[src/design/jit_tier_promotion_table_assert.svh]
// Assertion macros for the tier promotion table.
// JTPT_ASSERT is checked out of reset; JTPT_ASSERT_RST is checked on every edge.
`ifndef JIT_TIER_PROMOTION_TABLE_ASSERT_SVH
`define JIT_TIER_PROMOTION_TABLE_ASSERT_SVH

`ifndef SYNTHESIS
`define JTPT_ASSERT(lbl, prop, msg) \
  lbl: assert property (@(posedge clk_i) disable iff (!rst_ni) prop) else $error(msg);
`define JTPT_ASSERT_RST(lbl, prop, msg) \
  lbl: assert property (@(posedge clk_i) prop) else $error(msg);
`else
`define JTPT_ASSERT(lbl, prop, msg)
`define JTPT_ASSERT_RST(lbl, prop, msg)
`endif

`endif

[src/design/jtpt_pkg.sv]
`default_nettype none

package jtpt_pkg;

  localparam int unsigned SLOT_COUNT = 4;
  localparam int unsigned SlotIdxW   = (SLOT_COUNT > 1) ? $clog2(SLOT_COUNT) : 1;
  localparam int unsigned HitCntW    = $clog2(SLOT_COUNT + 1);

  localparam int unsigned KindW      = 2;
  localparam int unsigned KeyW       = 64;
  localparam int unsigned TierW      = 3;
  localparam int unsigned CauseW     = 64;
  localparam int unsigned CntW       = 32;
  localparam int unsigned SlotUsedW  = 2;
  localparam int unsigned DeoptHitsW = 3;
  localparam int unsigned CfgAddrW   = 2;
  localparam int unsigned CfgDataW   = 32;

  localparam logic [CntW-1:0]  CntMax      = '1;
  localparam logic [CntW-1:0]  MiddleThrRst = CntW'(1000);
  localparam logic [CntW-1:0]  TopThrRst    = CntW'(10000);

  localparam logic [TierW-1:0] TierBase   = TierW'(1);
  localparam logic [TierW-1:0] TierMiddle = TierW'(2);
  localparam logic [TierW-1:0] TierTop    = TierW'(3);

  typedef enum logic [KindW-1:0] {
    KindCall    = 2'd0,
    KindCompile = 2'd1,
    KindDeopt   = 2'd2
  } kind_e;

  typedef enum logic [CfgAddrW-1:0] {
    CfgMiddleThr = 2'd0,
    CfgTopThr    = 2'd1,
    CfgTopEnable = 2'd2
  } cfg_reg_e;

  // Request from the control path to the code slot table.
  typedef struct packed {
    logic             compile;
    logic             deopt;
    logic [KeyW-1:0]  key;
    logic [TierW-1:0] tier;
  } slot_req_t;

  // What the slot table reports back for the same beat.
  typedef struct packed {
    logic                installed;
    logic                present;
    logic [SlotIdxW-1:0] slot;
    logic [HitCntW-1:0]  hits;
  } slot_rsp_t;

endpackage

`default_nettype wire

[src/design/jtpt_if.sv]
`default_nettype none

interface jtpt_item_if import jtpt_pkg::*; ();
  logic              valid;
  logic              ready;
  logic [KindW-1:0]  kind;
  logic [KeyW-1:0]   func_key;
  logic [TierW-1:0]  tier_sel;
  logic [CauseW-1:0] deopt_cause;

  modport source (output valid, kind, func_key, tier_sel, deopt_cause, input ready);
  modport sink (input valid, kind, func_key, tier_sel, deopt_cause, output ready);
endinterface

interface jtpt_result_if import jtpt_pkg::*; ();
  logic                  valid;
  logic                  ready;
  logic [TierW-1:0]      tier_now;
  logic [CntW-1:0]       calls_seen;
  logic                  middle_hot;
  logic                  top_hot;
  logic                  installed;
  logic                  already_present;
  logic [SlotUsedW-1:0]  slot_used;
  logic [DeoptHitsW-1:0] deopt_hits;

  modport source (output valid, tier_now, calls_seen, middle_hot, top_hot, installed,
                  already_present, slot_used, deopt_hits, input ready);
  modport sink (input valid, tier_now, calls_seen, middle_hot, top_hot, installed,
                already_present, slot_used, deopt_hits, output ready);
endinterface

interface jtpt_cfg_if import jtpt_pkg::*; ();
  logic                valid;
  logic                ready;
  logic [CfgAddrW-1:0] addr;
  logic [CfgDataW-1:0] wdata;

  modport source (output valid, addr, wdata, input ready);
  modport sink (input valid, addr, wdata, output ready);
endinterface

`default_nettype wire

[src/design/jit_tier_promotion_table.sv]
// Tier promotion table: each input beat (call, compile or deoptimise) passes through an
// input register, one stage of short logic that updates the saturating call counter, the
// current tier, the hotness flags and a four-slot code table, and an output register that
// holds exactly one result beat per input beat. A result is registered in the output
// register once its beat leaves the input register, which stalls while the output
// register is full and not taken. A new beat is accepted every cycle while the result
// side keeps up; the limit is the single update of the counter and the slot table per
// cycle. The configuration channel is always ready and should be written only while no
// beat is in flight. Writes to an index beyond the three registers are ignored.
`default_nettype none

`include "jit_tier_promotion_table_assert.svh"

module jit_tier_promotion_table import jtpt_pkg::*; (
  input logic         clk_i,
  input logic         rst_ni,
  jtpt_item_if.sink   item_i,
  jtpt_result_if.source result_o,
  jtpt_cfg_if.sink    cfg_i
);

  // Configuration registers.
  logic [CntW-1:0] mid_thr_q;
  logic [CntW-1:0] top_thr_q;
  logic            top_en_q;

  assign cfg_i.ready = 1'b1;

  always_ff @(posedge clk_i or negedge rst_ni) begin
    if (!rst_ni) begin
      mid_thr_q <= MiddleThrRst;
      top_thr_q <= TopThrRst;
      top_en_q  <= 1'b1;
    end else if (cfg_i.valid) begin
      unique case (cfg_reg_e'(cfg_i.addr))
        CfgMiddleThr: mid_thr_q <= cfg_i.wdata;
        CfgTopThr:    top_thr_q <= cfg_i.wdata;
        CfgTopEnable: top_en_q  <= cfg_i.wdata[0];
        default: ;
      endcase
    end
  end

  // Input register.
  logic              in_valid_q;
  logic [KindW-1:0]  kind_q;
  logic [KeyW-1:0]   key_q;
  logic [TierW-1:0]  tier_sel_q;
  logic [CauseW-1:0] cause_q;
  logic              out_valid_q;
  logic              advance;
  logic              in_fire;

  assign advance      = in_valid_q && (!out_valid_q || result_o.ready);
  assign item_i.ready = !in_valid_q || advance;
  assign in_fire      = item_i.valid && item_i.ready;

  always_ff @(posedge clk_i or negedge rst_ni) begin
    if (!rst_ni) begin
      in_valid_q <= 1'b0;
    end else if (item_i.ready) begin
      in_valid_q <= item_i.valid;
    end
  end

  always_ff @(posedge clk_i) begin
    if (in_fire) begin
      kind_q     <= item_i.kind;
      key_q      <= item_i.func_key;
      tier_sel_q <= item_i.tier_sel;
      cause_q    <= item_i.deopt_cause;
    end
  end

  // Promotion state and its update.
  logic [CntW-1:0]   cnt_q, cnt_d, cnt_inc;
  logic [TierW-1:0]  tier_q, tier_d;
  logic              mid_flag_q, mid_flag_d;
  logic              top_flag_q, top_flag_d;
  logic [CauseW-1:0] last_cause_q;
  logic              do_compile;
  logic              do_deopt;
  logic [TierW-1:0]  compile_tier;
  slot_req_t         slot_req;
  slot_rsp_t         slot_rsp;

  assign cnt_inc = (cnt_q == CntMax) ? cnt_q : cnt_q + 1'b1;

  always_comb begin
    cnt_d        = cnt_q;
    tier_d       = tier_q;
    mid_flag_d   = mid_flag_q;
    top_flag_d   = top_flag_q;
    do_compile   = 1'b0;
    do_deopt     = 1'b0;
    compile_tier = tier_sel_q;
    unique case (kind_e'(kind_q))
      KindCall: begin
        cnt_d = cnt_inc;
        if ((cnt_inc >= top_thr_q) && top_en_q) begin
          top_flag_d = 1'b1;
          if (tier_q < TierTop) begin
            do_compile   = 1'b1;
            compile_tier = TierTop;
          end
        end else if (cnt_inc >= mid_thr_q) begin
          mid_flag_d = 1'b1;
          if (tier_q < TierMiddle) begin
            do_compile   = 1'b1;
            compile_tier = TierMiddle;
          end
        end
      end
      KindCompile: begin
        do_compile = 1'b1;
      end
      KindDeopt: begin
        do_deopt   = 1'b1;
        tier_d     = TierBase;
        mid_flag_d = 1'b0;
        top_flag_d = 1'b0;
        cnt_d      = '0;
      end
      default: ;
    endcase
    if (do_compile) begin
      tier_d = compile_tier;
    end
  end

  // For a deoptimise the table is searched with the tier named by the beat.
  assign slot_req.compile = advance && do_compile;
  assign slot_req.deopt   = advance && do_deopt;
  assign slot_req.key     = key_q;
  assign slot_req.tier    = compile_tier;

  jtpt_slot_table u_slot_table (
    .clk_i  (clk_i),
    .rst_ni (rst_ni),
    .req_i  (slot_req),
    .rsp_o  (slot_rsp)
  );

  always_ff @(posedge clk_i or negedge rst_ni) begin
    if (!rst_ni) begin
      cnt_q        <= '0;
      tier_q       <= TierBase;
      mid_flag_q   <= 1'b0;
      top_flag_q   <= 1'b0;
      last_cause_q <= '0;
    end else if (advance) begin
      cnt_q      <= cnt_d;
      tier_q     <= tier_d;
      mid_flag_q <= mid_flag_d;
      top_flag_q <= top_flag_d;
      if (do_deopt) begin
        last_cause_q <= cause_q;
      end
    end
  end

  // Output register.
  logic [TierW-1:0]      res_tier_q;
  logic [CntW-1:0]       res_cnt_q;
  logic                  res_mid_q;
  logic                  res_top_q;
  logic                  res_installed_q;
  logic                  res_present_q;
  logic [SlotUsedW-1:0]  res_slot_q;
  logic [DeoptHitsW-1:0] res_hits_q;

  always_ff @(posedge clk_i or negedge rst_ni) begin
    if (!rst_ni) begin
      out_valid_q <= 1'b0;
    end else begin
      out_valid_q <= advance || (out_valid_q && !result_o.ready);
    end
  end

  always_ff @(posedge clk_i) begin
    if (advance) begin
      res_tier_q      <= tier_d;
      res_cnt_q       <= cnt_d;
      res_mid_q       <= mid_flag_d;
      res_top_q       <= top_flag_d;
      res_installed_q <= slot_rsp.installed;
      res_present_q   <= slot_rsp.present;
      res_slot_q      <= SlotUsedW'(slot_rsp.slot);
      res_hits_q      <= DeoptHitsW'(slot_rsp.hits);
    end
  end

  assign result_o.valid           = out_valid_q;
  assign result_o.tier_now        = res_tier_q;
  assign result_o.calls_seen      = res_cnt_q;
  assign result_o.middle_hot      = res_mid_q;
  assign result_o.top_hot         = res_top_q;
  assign result_o.installed       = res_installed_q;
  assign result_o.already_present = res_present_q;
  assign result_o.slot_used       = res_slot_q;
  assign result_o.deopt_hits      = res_hits_q;

  `JTPT_ASSERT(a_advance_fills_out, advance |=> out_valid_q, "processed beat did not reach the output register")
  `JTPT_ASSERT(a_in_held, (in_valid_q && !advance) |=> (in_valid_q && $stable(key_q)), "stalled input register changed")
  `JTPT_ASSERT(a_deopt_clears, (advance && kind_q == KindDeopt) |=> (res_cnt_q == '0 && res_tier_q == TierBase), "deoptimise did not reset counter and tier")
  `JTPT_ASSERT(a_install_xor_present, out_valid_q |-> !(res_installed_q && res_present_q), "slot both installed and already present")
  `JTPT_ASSERT(a_call_counter_rises, (advance && kind_q == KindCall) |=> (cnt_q >= $past(cnt_q)), "call counter decreased on a call")
  `JTPT_ASSERT_RST(a_reset_idle, !rst_ni |-> (!out_valid_q && !in_valid_q), "pipeline holds a beat during reset")

endmodule

`default_nettype wire

[src/design/jtpt_slot_table.sv]
`default_nettype none

module jtpt_slot_table import jtpt_pkg::*; (
  input  logic      clk_i,
  input  logic      rst_ni,
  input  slot_req_t req_i,
  output slot_rsp_t rsp_o
);

  logic [KeyW-1:0]  hash_q     [SLOT_COUNT];
  logic [TierW-1:0] tier_q     [SLOT_COUNT];
  logic             on_stack_q [SLOT_COUNT];
  logic             opt_q      [SLOT_COUNT];
  logic [CntW-1:0]  deopts_q   [SLOT_COUNT];

  logic [SLOT_COUNT-1:0] match_vec;
  logic [SLOT_COUNT-1:0] free_vec;
  logic [SLOT_COUNT-1:0] hit_vec;

  logic                match_any;
  logic [SlotIdxW-1:0] match_idx;
  logic                free_any;
  logic [SlotIdxW-1:0] free_idx;
  logic [HitCntW-1:0]  hit_cnt;

  always_comb begin
    for (int i = 0; i < SLOT_COUNT; i++) begin
      match_vec[i] = (hash_q[i] == req_i.key) && (tier_q[i] == req_i.tier);
      free_vec[i]  = (hash_q[i] == '0);
      hit_vec[i]   = (tier_q[i] == req_i.tier) && on_stack_q[i];
    end
  end

  // Lowest-numbered slot wins in both searches.
  always_comb begin
    match_any = 1'b0;
    match_idx = '0;
    free_any  = 1'b0;
    free_idx  = '0;
    hit_cnt   = '0;
    for (int i = 0; i < SLOT_COUNT; i++) begin
      if (!match_any && match_vec[i]) begin
        match_any = 1'b1;
        match_idx = SlotIdxW'(i);
      end
      if (!free_any && free_vec[i]) begin
        free_any = 1'b1;
        free_idx = SlotIdxW'(i);
      end
      hit_cnt = hit_cnt + HitCntW'(hit_vec[i]);
    end
  end

  always_comb begin
    rsp_o.present   = req_i.compile && match_any;
    rsp_o.installed = req_i.compile && !match_any && free_any;
    rsp_o.hits      = req_i.deopt ? hit_cnt : '0;
    if (rsp_o.present) begin
      rsp_o.slot = match_idx;
    end else if (rsp_o.installed) begin
      rsp_o.slot = free_idx;
    end else begin
      rsp_o.slot = '0;
    end
  end

  always_ff @(posedge clk_i or negedge rst_ni) begin
    if (!rst_ni) begin
      for (int i = 0; i < SLOT_COUNT; i++) begin
        hash_q[i]     <= '0;
        tier_q[i]     <= '0;
        on_stack_q[i] <= 1'b0;
        opt_q[i]      <= 1'b0;
        deopts_q[i]   <= '0;
      end
    end else begin
      for (int i = 0; i < SLOT_COUNT; i++) begin
        if (rsp_o.installed && (free_idx == SlotIdxW'(i))) begin
          hash_q[i]     <= req_i.key;
          tier_q[i]     <= req_i.tier;
          on_stack_q[i] <= 1'b1;
          opt_q[i]      <= (req_i.tier >= TierTop);
          deopts_q[i]   <= '0;
        end else if (req_i.deopt && hit_vec[i]) begin
          on_stack_q[i] <= 1'b0;
          opt_q[i]      <= 1'b0;
          if (deopts_q[i] != CntMax) begin
            deopts_q[i] <= deopts_q[i] + 1'b1;
          end
        end
      end
    end
  end

endmodule

`default_nettype wire

[src/flat_wrapper.sv]
// flat-port wrapper written by rule: the top's interface ports become plain ports
module jit_tier_promotion_table_flat import jtpt_pkg::*;
  (clk_i, rst_ni, item_i_valid, item_i_kind, item_i_func_key, item_i_tier_sel, item_i_deopt_cause, item_i_ready, result_o_valid, result_o_tier_now, result_o_calls_seen, result_o_middle_hot, result_o_top_hot, result_o_installed, result_o_already_present, result_o_slot_used, result_o_deopt_hits, result_o_ready, cfg_i_valid, cfg_i_addr, cfg_i_wdata, cfg_i_ready);
  jtpt_item_if item_i_i ();
  jtpt_result_if result_o_i ();
  jtpt_cfg_if cfg_i_i ();
  input logic clk_i;
  input logic rst_ni;
  input wire logic [$bits(item_i_i.valid)-1:0] item_i_valid;
  input wire logic [$bits(item_i_i.kind)-1:0] item_i_kind;
  input wire logic [$bits(item_i_i.func_key)-1:0] item_i_func_key;
  input wire logic [$bits(item_i_i.tier_sel)-1:0] item_i_tier_sel;
  input wire logic [$bits(item_i_i.deopt_cause)-1:0] item_i_deopt_cause;
  output wire logic [$bits(item_i_i.ready)-1:0] item_i_ready;
  output wire logic [$bits(result_o_i.valid)-1:0] result_o_valid;
  output wire logic [$bits(result_o_i.tier_now)-1:0] result_o_tier_now;
  output wire logic [$bits(result_o_i.calls_seen)-1:0] result_o_calls_seen;
  output wire logic [$bits(result_o_i.middle_hot)-1:0] result_o_middle_hot;
  output wire logic [$bits(result_o_i.top_hot)-1:0] result_o_top_hot;
  output wire logic [$bits(result_o_i.installed)-1:0] result_o_installed;
  output wire logic [$bits(result_o_i.already_present)-1:0] result_o_already_present;
  output wire logic [$bits(result_o_i.slot_used)-1:0] result_o_slot_used;
  output wire logic [$bits(result_o_i.deopt_hits)-1:0] result_o_deopt_hits;
  input wire logic [$bits(result_o_i.ready)-1:0] result_o_ready;
  input wire logic [$bits(cfg_i_i.valid)-1:0] cfg_i_valid;
  input wire logic [$bits(cfg_i_i.addr)-1:0] cfg_i_addr;
  input wire logic [$bits(cfg_i_i.wdata)-1:0] cfg_i_wdata;
  output wire logic [$bits(cfg_i_i.ready)-1:0] cfg_i_ready;
  assign item_i_i.valid = item_i_valid;
  assign item_i_i.kind = item_i_kind;
  assign item_i_i.func_key = item_i_func_key;
  assign item_i_i.tier_sel = item_i_tier_sel;
  assign item_i_i.deopt_cause = item_i_deopt_cause;
  assign item_i_ready = item_i_i.ready;
  assign result_o_valid = result_o_i.valid;
  assign result_o_tier_now = result_o_i.tier_now;
  assign result_o_calls_seen = result_o_i.calls_seen;
  assign result_o_middle_hot = result_o_i.middle_hot;
  assign result_o_top_hot = result_o_i.top_hot;
  assign result_o_installed = result_o_i.installed;
  assign result_o_already_present = result_o_i.already_present;
  assign result_o_slot_used = result_o_i.slot_used;
  assign result_o_deopt_hits = result_o_i.deopt_hits;
  assign result_o_i.ready = result_o_ready;
  assign cfg_i_i.valid = cfg_i_valid;
  assign cfg_i_i.addr = cfg_i_addr;
  assign cfg_i_i.wdata = cfg_i_wdata;
  assign cfg_i_ready = cfg_i_i.ready;
  jit_tier_promotion_table u_core (.clk_i(clk_i), .rst_ni(rst_ni), .item_i(item_i_i), .result_o(result_o_i), .cfg_i(cfg_i_i));
endmodule
[config.mk]
export PLATFORM = sky130hd
export DESIGN_NAME = jit_tier_promotion_table_flat
export DESIGN_NICKNAME = d
export VERILOG_FILES = /design/src/design/jtpt_pkg.sv /design/src/design/jtpt_if.sv /design/src/design/jit_tier_promotion_table.sv /design/src/design/jtpt_slot_table.sv /design/src/flat_wrapper.sv
export VERILOG_INCLUDE_DIRS = /design/src /design/src/design
export SDC_FILE = /design/constraint.sdc
export NUM_CORES = 1
export LEC_CHECK = 0
export BUFFER_PORTS_ARGS = -buffer_cell sky130_fd_sc_hd__buf_2
export CAP_MARGIN = 20
export CORE_AREA = 2 2 202 204
export DETAILED_ROUTE_END_ITERATION = 8
export DIE_AREA = 0 0 204 206
export HOLD_SLACK_MARGIN = 0.1
export PLACE_DENSITY = 0.83
export SLEW_MARGIN = 20
export SYNTH_ARGS = -nofsm -noshare
export SYNTH_HDL_FRONTEND = slang
export SYNTH_SLANG_ARGS = --single-unit
[constraint.sdc]
create_clock -name clk_i -period 7.65 [get_ports clk_i]
set_clock_uncertainty 0.15 [all_clocks]
set_input_delay 0.3825 -clock clk_i [delete_from_list [all_inputs] [get_ports clk_i]]
set_output_delay 0.3825 -clock clk_i [all_outputs]
set_load 0.1 [all_outputs]
==> flow_summary.ini <==
[logic_synthesis]
synth_cells = 2075
yosysSeqAreaShare = 0.544
async_flop_share = 0.769
synth.avg_cell_area_um2 = 11.3
syn-cell-area_um2 = 23500
ys_seq_elements = 489
synth_edf_count = 113
yosys_warnings = 0
synthesis.nets = 2315
synth.top_cell.area_share = 0.386
ys.flop_type = dfrtp_1
yosysTopAreaCell = dfrtp_1
synthTopCellsByArea = dfrtp_1 (39%), edfxtp_1 (14%), a21o_1 (8.4%), xnor2_1 (5.5%), xor2_1 (5.2%)
synth.distinct_cells = 71

[worst_setup_path]
slowest_stage = fa_1
path_class = register to register
cp.arrival_ps = 7070
cp_max_fo = 9
end_kind = register
cp.required_ps = 7850
path_common_cell = nand4_1
reg2reg_depth = 26
cp_slowest_stage_delay_ps = 480
startpoint_type = register

[placement]
place_congestion = 1.04
io_buffers = 153
dp.cells = 2662
place.detailed.hpwl_um = 46600

[global_routing]
grt_max_degree = 113
antenna_found_initial = 1
grt_pass1_wl_um = 100000
grt-ovfl-total = 0
grt.total_usage = 0.316
grt_pass1_vias = 17500

[floorplan]
die_w_um = 204
coreArea_um2 = 40200
start_util = 0.586
num_rows = 74
ioPinCount = 219
dieArea_um2 = 42000
die_h_um = 206

[timing]
worst_pin_slew_ps = 1020
relSlewSlack = 0.318
rsz0062_at_grt = false
min_period_ps = 6870
setup_viol = 0
fmax_mhz = 146
setup_tns_ps = 0
min_period_over_period = 0.898
final_hold_viol_count = 0
maxSlewViolCount = 0

[clock_tree]
cts_tree = built
clock_path_buffers = 3
insertion_delay_ps = 610
cts_resized = 0
cts_sinks = 489
cts_buffers = 51
clk_pin_slew_ps = 60
clock-root-buffer = clkbuf_16
htreeDepth = 2
postCtsSetupBuffers = 0

[detailed_routing]
first_pass_iters = 6
postRouteAntennaNets = 0
via_per_inst = 6.16
drc = 0
drtIter0Drc = 1683
vias = 17700
wl_um = 66100
wire_per_inst_um = 23.1

[run_status]
outcome = completed

[hold_path]
hold_path_class = primary input to asynchronous set/reset pin

[pwr]
power_leakage_nw = 14.2
ir_drop_uv = 203
powerDensity_nw_per_um2 = 291

[cells_and_area]
stdcell_count = 2867
nNetsFinal = 2532
areaGrowthSynthToFinish_pct = 16.8
final_layout_size_suffix_gt1_frac = 0.145

[flow_run]
drv_cap = 0
sequential cells by signal, summed over array words and instances (netlist names):
register	cells
u_core.in_valid_q	1
u_core.kind_q	2
u_core.cnt_q	32
u_core.top_flag_q	1
u_core.result_o.already_present	1
u_core.result_o.middle_hot	1
u_core.u_slot_table.hash_q	256
u_core.u_slot_table.on_stack_q	4
u_core.result_o.top_hot	1
u_core.top_en_q	1
u_core.result_o.slot_used	2
u_core.mid_thr_q	32
u_core.top_thr_q	32
u_core.result_o.installed	1
u_core.key_q	64
u_core.result_o.calls_seen	32
u_core.tier_sel_q	3
u_core.result_o.deopt_hits	3
u_core.mid_flag_q	1
u_core.u_slot_table.tier_q	12
u_core.result_o.valid	1
u_core.tier_q	3
u_core.result_o.tier_now	3
layer usage:
| layer | track usage | vias to the layer above | part of all wire |
|---|---|---|---|
| met1 | 0.401 | 8818 | 0.39 |
| met3 | 0.0516 | 187 | 0.072 |
| met2 | 0.524 | 821 | 0.49 |
| met4 | 0.171 | 0 | 0.056 |
| li1 | - | 7832 | - |
| met5 | 0 | - | 0 |
area by class of cell:
type,count,area (um^2)
Multi-Input combinational cell,1373,9890
Clock buffer,67,1380
Fill cell,2868,12700
Timing Repair Buffer,297,2230
Sequential cell,489,12800
Antenna cell,1,2.50
Tap cell,532,666
Clock inverter,28,205
Inverter,80,300
worst paths after layout:
check / to / slack [ps] / start
worst max-delay path: u_core.result_o.deopt_hits[1]$_SDFFCE_PN0P_ / 780 / u_core.cnt_q[16]$_DFFE_PN0P_
worst min-delay path: u_core.mid_thr_q[4]$_DFFE_PN0P_ / 230 / rst_ni
worst max register to register: u_core.result_o.deopt_hits[1]$_SDFFCE_PN0P_ / 780 / u_core.cnt_q[16]$_DFFE_PN0P_
worst min register to register: u_core.u_slot_table.on_stack_q[1]$_DFFE_PN0P_ / 330 / u_core.u_slot_table.on_stack_q[1]$_DFFE_PN0P_
max in group asynchronous: u_core.cnt_q[0]$_DFFE_PN0P_ / 5650 / rst_ni
min in group clk_i: u_core.key_q[43]$_DFFE_PP_ / 330 / item_i_func_key[43]
per-stage QoR:
stage / total power, mW / area, um^2 / utilization / worst slack [ps] / hold WS (ps)
floorplan: 4.83 / 23500 / - / 1270 / -63.1
global placement: 5.47 / 24800 / 0.617 / 957 / 305
detailed placement: 5.55 / 24800 / 0.617 / 925 / 317
CTS: 7.98 / 27500 / 0.683 / 869 / 308
global route: 8.30 / 27500 / 0.684 / 436 / 338
finish: 8.01 / 27500 / 0.684 / 780 / 234
worst max-delay path: cells and delay by family, from the launching register on:
kind / cells / cell delay (ps)
simple gates: 18 / 3570
fa+ha+maj: 4 / 1200
compound gates: 3 / 1100
flops: 1 / 450
buf+inv: 1 / 160
logic make-up after synthesis:
| family | Yosys count | synth area share |
|---|---|---|
| multiplexers | 52 | 0.0247 |
| AO/OA/AOI/OAI | 472 | 0.140 |
| XOR/XNOR | 287 | 0.107 |
| flip-flops | 489 | 0.544 |
| AND/OR/NAND/NOR | 493 | 0.111 |
| other | 1 | 0.000159 |
| buffers and inverters | 213 | 0.0370 |
| adder cells (fa/ha/maj) | 68 | 0.0365 |
synthesized netlist by cell type (all sizes together) (13+ instances only):
master and count:
o31ai 16, nand2 153, mux2 49, clkbuf 97, inv 79, xor2 139
xnor2 148, nor2 49, buf 36, o21ai 97, dfrtp 363, ha 67
edfxtp 113, nor4 114, nand3 26, a21o 264, nor3 24, nand4 76
a21oi 38, and3 15, a31oi 13, dfstp 13
what timing repair did:
| action | CTS | global route |
|---|---|---|
| hold buffers | 108 | 0 |
| setup endpoints to repair | 0 | 0 |
| endpoints found under the hold margin | 240 | 0 |
report_power, final:
part	leakage, nW	switching, mW	total (mW)	internal (mW)
registers	6.09	0.526	3.71	3.18
clock network	0.771	1.05	2.39	1.34
logic	7.31	1.12	1.91	0.797
total	14.2	2.69	8.01	5.32
cell usage in the layout (no fill, tap or decap), drive strengths merged, types with 38 or more instances in the layout:
cell type,instances
dfrtp,363
a21o,264
buf,189
nand2,153
xnor2,148
xor2,139
nor4,114
edfxtp,113
dlygate4sd3,108
o21ai,97
inv,84
nand4,76
ha,67
clkbuf,67
nor2,49
mux2,49
a21oi,38
No activity file was read; power rests on OpenSTA's default activity.
